<file path="src/rtl/dpp_pkg.sv">
// ----------------------------------------------------------------------------
// dpp_pkg
// Shared types and constants for the depth pixel to point back-projection.
// ----------------------------------------------------------------------------
package dpp_pkg;

  localparam int MAX_WIDTH_DEF   = 4096;
  localparam int MAX_HEIGHT_DEF  = 4096;
  localparam int QUEUE_DEPTH_DEF = 2;

  localparam int Z_W       = 16;
  localparam int XY_W      = 32;
  localparam int CFG_IDX_W = 3;
  localparam int CFG_DAT_W = 16;
  // Counter compares are done at a width that holds any legal row length.
  localparam int CNT_CMP_W = 18;

  localparam logic [CFG_IDX_W-1:0] REG_DEPTH_FORMAT = 3'd0;
  localparam logic [CFG_IDX_W-1:0] REG_MIN_DEPTH    = 3'd1;
  localparam logic [CFG_IDX_W-1:0] REG_MAX_DEPTH    = 3'd2;
  localparam logic [CFG_IDX_W-1:0] REG_FOCAL_X      = 3'd3;
  localparam logic [CFG_IDX_W-1:0] REG_FOCAL_Y      = 3'd4;
  localparam logic [CFG_IDX_W-1:0] REG_CENTER_X     = 3'd5;
  localparam logic [CFG_IDX_W-1:0] REG_CENTER_Y     = 3'd6;
  localparam logic [CFG_IDX_W-1:0] REG_IMAGE_WIDTH  = 3'd7;

  localparam logic        FMT_MM    = 1'b0;
  localparam logic        FMT_FLOAT = 1'b1;

  typedef struct packed {
    logic        depth_format;
    logic [15:0] min_depth_mm;
    logic [15:0] max_depth_mm;
    logic [15:0] focal_x;
    logic [15:0] focal_y;
    logic [15:0] center_x;
    logic [15:0] center_y;
    logic [12:0] image_width;
  } cfg_t;

endpackage

</file>
<file path="src/rtl/dpp_fifo.sv">
// ----------------------------------------------------------------------------
// dpp_fifo
// Short queue between the classifying front end and the projection back end.
// ----------------------------------------------------------------------------
module dpp_fifo #(
  parameter int WIDTH = 8,
  parameter int DEPTH = 2
) (
  input  logic             clk,
  input  logic             rst_n,
  input  logic             push,
  input  logic [WIDTH-1:0] wdata,
  output logic             full,
  input  logic             pop,
  output logic [WIDTH-1:0] rdata,
  output logic             empty
);

  localparam int PTR_W = (DEPTH > 1) ? $clog2(DEPTH) : 1;
  localparam int CNT_W = $clog2(DEPTH + 1);

  logic [WIDTH-1:0] mem [DEPTH];
  logic [PTR_W-1:0] wptr_r, rptr_r;
  logic [CNT_W-1:0] count_r;
  logic             do_push, do_pop;

  assign full    = (count_r == CNT_W'(DEPTH));
  assign empty   = (count_r == '0);
  assign do_push = push && !full;
  assign do_pop  = pop && !empty;
  assign rdata   = mem[rptr_r];

  always_ff @(posedge clk) begin
    if (do_push) begin
      mem[wptr_r] <= wdata;
    end
  end

  always_ff @(posedge clk) begin
    if (!rst_n) begin
      wptr_r  <= '0;
      rptr_r  <= '0;
      count_r <= '0;
    end else begin
      if (do_push) begin
        wptr_r <= (wptr_r == PTR_W'(DEPTH - 1)) ? '0 : wptr_r + 1'b1;
      end
      if (do_pop) begin
        rptr_r <= (rptr_r == PTR_W'(DEPTH - 1)) ? '0 : rptr_r + 1'b1;
      end
      if (do_push && !do_pop) begin
        count_r <= count_r + 1'b1;
      end else if (do_pop && !do_push) begin
        count_r <= count_r - 1'b1;
      end
    end
  end

endmodule

</file>
<file path="src/rtl/dpp_front.sv">
// ----------------------------------------------------------------------------
// dpp_front
// Pixel intake: raster position counters, depth decode and range check.
// ----------------------------------------------------------------------------
module dpp_front
  import dpp_pkg::*;
#(
  parameter int MAX_WIDTH  = MAX_WIDTH_DEF,
  parameter int MAX_HEIGHT = MAX_HEIGHT_DEF,
  localparam int CW = $clog2(MAX_WIDTH),
  localparam int RW = $clog2(MAX_HEIGHT)
) (
  input  logic          clk,
  input  logic          rst_n,
  input  cfg_t          cfg,
  input  logic          accept,
  input  logic [31:0]   depth_word,
  input  logic          frame_start,
  output logic          ok,
  output logic [Z_W-1:0] z,
  output logic [CW-1:0] u,
  output logic [RW-1:0] v
);

  logic [CW-1:0]        col_r, col_nxt;
  logic [RW-1:0]        row_r, row_nxt;
  logic [CNT_CMP_W-1:0] limit, col_inc, row_inc;

  logic        f_sign;
  logic [7:0]  f_expo;
  logic [22:0] f_frac;
  logic        f_bad;
  logic [23:0] f_mant;
  logic [7:0]  f_shift;
  logic [33:0] f_prod, f_shifted;
  logic [Z_W-1:0] f_mm, raw_z;
  logic        raw_ok;

  // Float metres to whole millimetres: (mantissa * 1000) >> (150 - exponent).
  always_comb begin
    f_sign  = depth_word[31];
    f_expo  = depth_word[30:23];
    f_frac  = depth_word[22:0];
    f_bad   = (f_expo == 8'hFF) || (f_sign && (depth_word[30:0] != 31'd0));
    f_mant  = (f_expo == 8'd0) ? {1'b0, f_frac} : {1'b1, f_frac};
    f_shift = (f_expo == 8'd0) ? 8'd149 : 8'd150 - f_expo;
    f_prod  = 34'(f_mant) * 34'd1000;
    f_shifted = (f_shift >= 8'd34) ? 34'd0 : (f_prod >> f_shift);
    if (f_expo >= 8'd150) begin
      f_mm = 16'hFFFF;
    end else if (f_shifted > 34'd65535) begin
      f_mm = 16'hFFFF;
    end else begin
      f_mm = f_shifted[15:0];
    end
  end

  always_comb begin
    if (cfg.depth_format == FMT_FLOAT) begin
      raw_z  = f_mm;
      raw_ok = !f_bad;
    end else begin
      raw_z  = depth_word[15:0];
      raw_ok = 1'b1;
    end
    ok = raw_ok && (raw_z >= cfg.min_depth_mm) && (raw_z <= cfg.max_depth_mm);
    z  = raw_z;
  end

  always_comb begin
    u = frame_start ? '0 : col_r;
    v = frame_start ? '0 : row_r;
    if (cfg.image_width == 13'd0) begin
      limit = CNT_CMP_W'(1);
    end else if (CNT_CMP_W'(cfg.image_width) > CNT_CMP_W'(MAX_WIDTH)) begin
      limit = CNT_CMP_W'(MAX_WIDTH);
    end else begin
      limit = CNT_CMP_W'(cfg.image_width);
    end
    col_inc = CNT_CMP_W'(u) + 1'b1;
    row_inc = CNT_CMP_W'(v) + 1'b1;
    if (col_inc >= limit) begin
      col_nxt = '0;
      row_nxt = (row_inc >= CNT_CMP_W'(MAX_HEIGHT)) ? '0 : row_inc[RW-1:0];
    end else begin
      col_nxt = col_inc[CW-1:0];
      row_nxt = v;
    end
  end

  always_ff @(posedge clk) begin
    if (!rst_n) begin
      col_r <= '0;
      row_r <= '0;
    end else if (accept) begin
      col_r <= col_nxt;
      row_r <= row_nxt;
    end
  end

endmodule

</file>
<file path="src/rtl/dpp_back.sv">
// ----------------------------------------------------------------------------
// dpp_back
// Projection engine: numerator multiply, bit-serial divide by the focal
// lengths, saturation and the result register.
// ----------------------------------------------------------------------------
module dpp_back
  import dpp_pkg::*;
#(
  parameter int CW = 12,
  parameter int RW = 12
) (
  input  logic                   clk,
  input  logic                   rst_n,
  input  cfg_t                   cfg,
  input  logic                   q_empty,
  input  logic                   q_ok,
  input  logic [Z_W-1:0]         q_z,
  input  logic [CW-1:0]          q_u,
  input  logic [RW-1:0]          q_v,
  output logic                   q_pop,
  output logic                   out_empty,
  input  logic                   out_pop,
  output logic signed [XY_W-1:0] out_point_x,
  output logic signed [XY_W-1:0] out_point_y,
  output logic [Z_W-1:0]         out_point_z,
  output logic                   out_point_valid
);

  localparam int PW  = (CW > RW) ? CW : RW;
  localparam int DW  = ((PW + 4 > 16) ? PW + 4 : 16) + 1;
  localparam int NW  = DW + 16;
  localparam int NCW = $clog2(NW);

  typedef enum logic [1:0] {S_IDLE, S_MUL, S_DIV, S_HOLD} state_t;

  state_t          state_r;
  logic            ok_r;
  logic [Z_W-1:0]  z_r;
  logic [PW-1:0]   u_r, v_r;
  logic            neg_x_r, neg_y_r;
  logic [NW-1:0]   nq_x_r, nq_y_r;
  logic [16:0]     rem_x_r, rem_y_r;
  logic [NCW-1:0]  cnt_r;
  logic            out_valid_r;
  logic signed [XY_W-1:0] out_x_r, out_y_r;
  logic [Z_W-1:0]  out_z_r;
  logic            out_ok_r;

  logic [15:0]     den_x, den_y;
  logic signed [DW-1:0]  diff_x, diff_y;
  logic signed [DW+16:0] prod_x, prod_y;
  logic [DW+16:0]  mag_x, mag_y;
  logic [NW+16:0]  step_x, step_y;
  logic            out_free;

  // One restoring division step over {remainder, numerator/quotient}.
  function automatic logic [NW+16:0] div_step(input logic [16:0] rem,
                                              input logic [NW-1:0] nq,
                                              input logic [15:0] den);
    logic [16:0] rs;
    logic        bit_q;
    rs    = {rem[15:0], nq[NW-1]};
    bit_q = (rs >= {1'b0, den});
    if (bit_q) begin
      rs = rs - {1'b0, den};
    end
    return {rs, nq[NW-2:0], bit_q};
  endfunction

  function automatic logic [XY_W-1:0] sat32(input logic neg, input logic [NW-1:0] q);
    logic [NW-1:0] lim_neg, lim_pos, nq;
    lim_neg = NW'(33'h080000000);
    lim_pos = NW'(33'h07FFFFFFF);
    nq      = -q;
    if (neg) begin
      return (q > lim_neg) ? 32'h80000000 : nq[XY_W-1:0];
    end else begin
      return (q > lim_pos) ? 32'h7FFFFFFF : q[XY_W-1:0];
    end
  endfunction

  assign den_x    = (cfg.focal_x == 16'd0) ? 16'd1 : cfg.focal_x;
  assign den_y    = (cfg.focal_y == 16'd0) ? 16'd1 : cfg.focal_y;
  assign q_pop    = (state_r == S_IDLE) && !q_empty;
  assign out_free = !out_valid_r || out_pop;

  always_comb begin
    diff_x = $signed({{(DW-PW-4){1'b0}}, u_r, 4'b0}) - $signed({{(DW-16){1'b0}}, cfg.center_x});
    diff_y = $signed({{(DW-PW-4){1'b0}}, v_r, 4'b0}) - $signed({{(DW-16){1'b0}}, cfg.center_y});
    prod_x = diff_x * $signed({1'b0, z_r});
    prod_y = diff_y * $signed({1'b0, z_r});
    mag_x  = prod_x[DW+16] ? -prod_x : prod_x;
    mag_y  = prod_y[DW+16] ? -prod_y : prod_y;
    step_x = div_step(rem_x_r, nq_x_r, den_x);
    step_y = div_step(rem_y_r, nq_y_r, den_y);
  end

  always_ff @(posedge clk) begin
    if (!rst_n) begin
      state_r     <= S_IDLE;
      out_valid_r <= 1'b0;
      cnt_r       <= '0;
    end else begin
      if (out_pop && out_valid_r) begin
        out_valid_r <= 1'b0;
      end
      case (state_r)
        S_IDLE: begin
          if (!q_empty) begin
            ok_r    <= q_ok;
            z_r     <= q_ok ? q_z : '0;
            u_r     <= PW'(q_u);
            v_r     <= PW'(q_v);
            state_r <= S_MUL;
          end
        end
        S_MUL: begin
          neg_x_r <= prod_x[DW+16];
          neg_y_r <= prod_y[DW+16];
          nq_x_r  <= mag_x[NW-1:0];
          nq_y_r  <= mag_y[NW-1:0];
          rem_x_r <= '0;
          rem_y_r <= '0;
          cnt_r   <= '0;
          state_r <= S_DIV;
        end
        S_DIV: begin
          rem_x_r <= step_x[NW+16:NW];
          nq_x_r  <= step_x[NW-1:0];
          rem_y_r <= step_y[NW+16:NW];
          nq_y_r  <= step_y[NW-1:0];
          cnt_r   <= cnt_r + 1'b1;
          if (cnt_r == NCW'(NW - 1)) begin
            state_r <= S_HOLD;
          end
        end
        S_HOLD: begin
          if (out_free) begin
            out_x_r     <= ok_r ? sat32(neg_x_r, nq_x_r) : '0;
            out_y_r     <= ok_r ? sat32(neg_y_r, nq_y_r) : '0;
            out_z_r     <= ok_r ? z_r : '0;
            out_ok_r    <= ok_r;
            out_valid_r <= 1'b1;
            state_r     <= S_IDLE;
          end
        end
        default: state_r <= S_IDLE;
      endcase
    end
  end

  assign out_empty       = !out_valid_r;
  assign out_point_x     = out_x_r;
  assign out_point_y     = out_y_r;
  assign out_point_z     = out_z_r;
  assign out_point_valid = out_ok_r;

endmodule

</file>
<file path="src/rtl/depth_pixel_to_point.sv">
// ----------------------------------------------------------------------------
// depth_pixel_to_point
// Pinhole back-projection of a raster stream of depth pixels.
// ----------------------------------------------------------------------------
// Input: drive in_depth_word and in_frame_start and raise in_push; the pixel
// is taken on an edge where in_full is low. in_frame_start marks column 0,
// row 0 of a new frame. Results come out in order: while out_empty is low
// the oldest point is on the out_ ports and out_pop takes it.
// Configuration writes (cfg_valid, cfg_index, cfg_data) are always ready
// and must be made while no pixel is in flight.
// Each pixel is read from the queue, multiplied, run through a bit-serial
// divider by the focal lengths that yields one bit per cycle over NW bits,
// where NW = 33 at the default sizes, and written to the result register.
// The serial divider sets the throughput: a new pixel waits for the last.
// The front end takes pixels into a two-entry queue, so a few pixels are
// accepted ahead of the divider. When the receiver stalls, the finished
// point waits in the result register, the divider holds its next result,
// and in_full rises once the queue fills. Reset empties everything, clears
// the column and row counters and restores the register defaults.
// ----------------------------------------------------------------------------
module depth_pixel_to_point
  import dpp_pkg::*;
#(
  parameter int MAX_WIDTH  = MAX_WIDTH_DEF,
  parameter int MAX_HEIGHT = MAX_HEIGHT_DEF
) (
  input  logic                   clk,
  input  logic                   rst_n,
  input  logic                   in_push,
  output logic                   in_full,
  input  logic [31:0]            in_depth_word,
  input  logic                   in_frame_start,
  output logic                   out_empty,
  input  logic                   out_pop,
  output logic signed [XY_W-1:0] out_point_x,
  output logic signed [XY_W-1:0] out_point_y,
  output logic [Z_W-1:0]         out_point_z,
  output logic                   out_point_valid,
  input  logic                   cfg_valid,
  output logic                   cfg_ready,
  input  logic [CFG_IDX_W-1:0]   cfg_index,
  input  logic [CFG_DAT_W-1:0]   cfg_data
);

  localparam int CW = $clog2(MAX_WIDTH);
  localparam int RW = $clog2(MAX_HEIGHT);
  localparam int EW = 1 + Z_W + CW + RW;

  cfg_t           cfg_r;
  logic           accept;
  logic           f_ok;
  logic [Z_W-1:0] f_z;
  logic [CW-1:0]  f_u;
  logic [RW-1:0]  f_v;
  logic [EW-1:0]  q_rdata;
  logic           q_empty, q_pop;

  assign cfg_ready = 1'b1;
  assign accept    = in_push && !in_full;

  always_ff @(posedge clk) begin
    if (!rst_n) begin
      cfg_r.depth_format <= FMT_MM;
      cfg_r.min_depth_mm <= 16'd100;
      cfg_r.max_depth_mm <= 16'd10000;
      cfg_r.focal_x      <= 16'd8192;
      cfg_r.focal_y      <= 16'd8192;
      cfg_r.center_x     <= 16'd5120;
      cfg_r.center_y     <= 16'd3840;
      cfg_r.image_width  <= 13'd640;
    end else if (cfg_valid) begin
      case (cfg_index)
        REG_DEPTH_FORMAT: cfg_r.depth_format <= cfg_data[0];
        REG_MIN_DEPTH:    cfg_r.min_depth_mm <= cfg_data;
        REG_MAX_DEPTH:    cfg_r.max_depth_mm <= cfg_data;
        REG_FOCAL_X:      cfg_r.focal_x      <= cfg_data;
        REG_FOCAL_Y:      cfg_r.focal_y      <= cfg_data;
        REG_CENTER_X:     cfg_r.center_x     <= cfg_data;
        REG_CENTER_Y:     cfg_r.center_y     <= cfg_data;
        REG_IMAGE_WIDTH:  cfg_r.image_width  <= cfg_data[12:0];
        default: ;
      endcase
    end
  end

  dpp_front #(
    .MAX_WIDTH  (MAX_WIDTH),
    .MAX_HEIGHT (MAX_HEIGHT)
  ) u_front (
    .clk         (clk),
    .rst_n       (rst_n),
    .cfg         (cfg_r),
    .accept      (accept),
    .depth_word  (in_depth_word),
    .frame_start (in_frame_start),
    .ok          (f_ok),
    .z           (f_z),
    .u           (f_u),
    .v           (f_v)
  );

  dpp_fifo #(
    .WIDTH (EW),
    .DEPTH (QUEUE_DEPTH_DEF)
  ) u_fifo (
    .clk   (clk),
    .rst_n (rst_n),
    .push  (in_push),
    .wdata ({f_ok, f_z, f_u, f_v}),
    .full  (in_full),
    .pop   (q_pop),
    .rdata (q_rdata),
    .empty (q_empty)
  );

  dpp_back #(
    .CW (CW),
    .RW (RW)
  ) u_back (
    .clk             (clk),
    .rst_n           (rst_n),
    .cfg             (cfg_r),
    .q_empty         (q_empty),
    .q_ok            (q_rdata[EW-1]),
    .q_z             (q_rdata[EW-2 -: Z_W]),
    .q_u             (q_rdata[CW+RW-1:RW]),
    .q_v             (q_rdata[RW-1:0]),
    .q_pop           (q_pop),
    .out_empty       (out_empty),
    .out_pop         (out_pop),
    .out_point_x     (out_point_x),
    .out_point_y     (out_point_y),
    .out_point_z     (out_point_z),
    .out_point_valid (out_point_valid)
  );

endmodule

</file>
<file path="config.mk">
export PLATFORM = sky130hd
export DESIGN_NAME = depth_pixel_to_point
export DESIGN_NICKNAME = d
export VERILOG_FILES = /design/src/rtl/dpp_pkg.sv /design/src/rtl/dpp_fifo.sv /design/src/rtl/dpp_front.sv /design/src/rtl/dpp_back.sv /design/src/rtl/depth_pixel_to_point.sv
export SDC_FILE = /design/constraint.sdc
export NUM_CORES = 2
export LEC_CHECK = 0
export BUFFER_PORTS_ARGS = -buffer_cell sky130_fd_sc_hd__buf_2
export CORE_MARGIN = 2
export CORE_UTILIZATION = 28
export DETAILED_ROUTE_END_ITERATION = 10
export PLACE_DENSITY = 0.43
export SLEW_MARGIN = 20
export SYNTH_ARGS = -nofsm -noshare
export SYNTH_HDL_FRONTEND = slang
export SYNTH_SLANG_ARGS = --single-unit
</file>
<file path="constraint.sdc">
create_clock -name clk -period 9.4 [get_ports clk]
set_input_delay 1.88 -clock clk [delete_from_list [all_inputs] [get_ports clk]]
set_output_delay 1.88 -clock clk [all_outputs]
set_load 0.03 [all_outputs]
</file>
==> impl_metrics.yaml <==
die:
  start_util_pct: 28.2
  coreArea_mm2: 0.193
  die_area_mm2: 0.198
  num_io_pins: 141
  chipHeight_um: 445
  die_w_um: 445
  row_count: 161
worst_setup_path:
  cp-start-kind: "flop"
  critPathRequiredTime_ns: 9.74
  end_kind: "flop"
  critPathMostFrequentCell: "fa_1"
  slowest_stage: "fa_1"
  cp_slowest_stage_delay_ns: 0.55
  arrival_ns: 9.45
  path_class: "reg2reg"
  cp_max_fo: 14
grt:
  track_usage_pct: 16.6
  grt_pass1_vias: 45600
  grt_max_degree: 97
  globalRouteOverflowTotal: 0
  antenna_found_initial: 11
  grt_pass1_wl_um: 263000
drt:
  wl_per_cell_um: 17.9
  drt_iter0_markers: 2176
  drt-total-wl_um: 166000
  drcViolationCount: 0
  routed_via_density: 4.77
  ant_nets: 0
  first_pass_iters: 5
  vias: 44400
synthesis:
  seq_area_frac_synth_pct: 22.2
  yosysTopAreaCell: "fa_1"
  synth_cell_types: 93
  synth_seq_cells: 452
  synth-edff-count: 304
  async_flop_share_pct: 0
  syn_inst: 6237
  synth.avg_cell_area_um2: 8.74
  yosysWarnings: 0
  synth_area_mm2: 0.0545
  synth_fp_nets: 7315
  synth_top_area_share_pct: 23.7
  synthTopCellsByArea: "fa_1 (24%), edfxtp_1 (17%), ha_1 (8.6%)"
  synthFlopType: "edfxtp_1"
clock_network:
  clk_pin_slew_ns: 0.06
  cts_root_buf: "clkbuf_16"
  ctsHoldBuffers: 0
  htreeDepth: 2
  clk_path_buf_depth: 3
  cts_tree: "done"
  numCtsBuffers: 52
  clock-sinks: 452
  clock_latency_ns: 0.69
placed_design:
  portBuffers: 139
  place_area_mm2: 0.0616
  dp_hpwl_um: 132000
  gp_congestion: 0.843
cells_and_area:
  nNetsFinal: 7796
  syn2layout_area_growth_pct: 19.2
  final_area_mm2: 0.0649
  nFillCells: 20200
  drive_gt1_share_pct: 16.6
  final_common_cell: "inv_1"
  final_cell_mix: "inv_1 (970), nand2_1 (890), fa_1 (640), buf_4 (577), ha_1 (352)"
run:
  cap_violations: 0
sta:
  slew_headroom_pct: 23.1
  rsz0062_at_grt: "yes"
  worst_pin_slew_ns: 1.15
  min_period_ns: 9.10
  timing.final.crit_share_pct: 96.8
  hold_viol: 0
  skew_ns: 0.0789
  setup_viol: 0
  clock.fmax_ghz: 0.110
  timing.final.max_slew_violations: 0
hold_path:
  min-delay-path-class: "reg2reg"
outcome:
  status: "finished, final reports clean"
what timing repair did:
action | in CTS | in global routing
pin swaps | 25 | 149
endpoints found under the setup margin | 63 | 68
gates cloned | 1 | 4
setup buffers | 4 | 29
resized for setup | 49 | 244
through the flow:
stage	setup slack, ns	utilization (%)	instances	hold slack, ns	setup TNS [ns]
floorplan	-0.0266	-	6237	0.436	-0.0266
global placement	-0.686	31.9	9152	0.443	-7.99
detailed placement	-0.768	31.9	9153	0.446	-9.51
CTS	0.00259	32.9	9256	0.455	0
global route	-0.0479	33.6	9289	0.469	-0.611
finish	0.298	33.6	9289	0.453	0
final timing paths:
path,from,endpoint,slack (ns),cells after the start
max reg2reg,u_back.v_r[0],u_back.nq_y_r[25],0.30,34
min reg2reg,cfg_r[27],cfg_r[27],0.45,2
max,u_back.v_r[0],u_back.nq_y_r[25],0.30,34
min,cfg_r[27],cfg_r[27],0.45,2
final cells by class:
cell class / instances / area [µm²] / area share [%]
multi-input cells: 4483 / 38700 / 59.7
flip-flops and latches: 452 / 12100 / 18.6
repair buffers: 739 / 5420 / 8.35
inverters: 990 / 3740 / 5.77
well taps: 2526 / 3160 / 4.87
clock buffers: 65 / 1380 / 2.13
clock inverters: 33 / 385 / 0.594
diodes: 1 / 2.50 / 0.00385
worst max-delay path: cells and delay by family (launching register included):
family	cells	cell delay, ns
AND/OR/NAND/NOR	8	2.38
buffers and inverters	6	0.71
flip-flops	1	0.42
XOR/XNOR	2	0.40
AO/OA/AOI/OAI	10	1.23
adder cells (fa/ha/maj)	8	3.69
registers in the layout, summed over array words and instances (netlist names), 2 cells and up, named ones only:
| name | count |
|---|---|
| u_back.rem_y_r | 16 |
| u_fifo.count_r | 2 |
| u_back.out_point_y | 32 |
| u_back.v_r | 12 |
| u_back.u_r | 12 |
| u_back.cnt_r | 6 |
| u_back.out_point_x | 32 |
| u_back.z_r | 16 |
| u_back.nq_x_r | 33 |
| u_back.rem_x_r | 16 |
| u_fifo.mem | 82 |
| u_front.row_r | 12 |
| u_back.state_r | 2 |
| u_back.nq_y_r | 33 |
| cfg_r | 110 |
| u_front.col_r | 12 |
| u_back.out_point_z | 16 |
synth_stat cells (all sizes together), types with 19 or more instances:
library cell,number
a2111oi,32
a211oi,42
a21boi,21
a21o,49
a21oi,339
a221oi,19
a31oi,54
and2,257
and3,44
buf,26
clkbuf,286
dfxtp,148
edfxtp,304
fa,646
ha,375
inv,988
mux2,48
mux2i,79
nand2,894
nand2b,27
nand3,137
nand4,61
nor2,273
nor2b,125
nor3,91
nor4,28
o211ai,49
o21a,40
o21ai,248
o31ai,19
or3,41
xnor2,122
xor2,74
cell families (layout without fill, tap and decap cells):
logic type               Yosys count  in the layout  share of synthesized area (%)
multiplexers                     129            129                           2.53
XOR/XNOR                         196            196                           3.15
AO/OA/AOI/OAI                   1091           1091                           12.8
buffers and inverters           1302           1827                           9.01
flip-flops                       452            452                           22.2
adder cells (fa/ha/maj)         1021           1021                           32.3
AND/OR/NAND/NOR                 2045           2045                           18.0
other                              1              2                        0.00688
routing by layer:
metal	vias up	track usage, %	share of wire, %
met3	146	1.44	2.9
met1	22000	22.2	46
met4	4	3.37	1.9
met2	646	29.2	50
li1	21500	-	-
met5	-	0	0.014
Power is not shown: default switching activity piles up to over one toggle a cycle in this logic, so the estimate is an artifact.
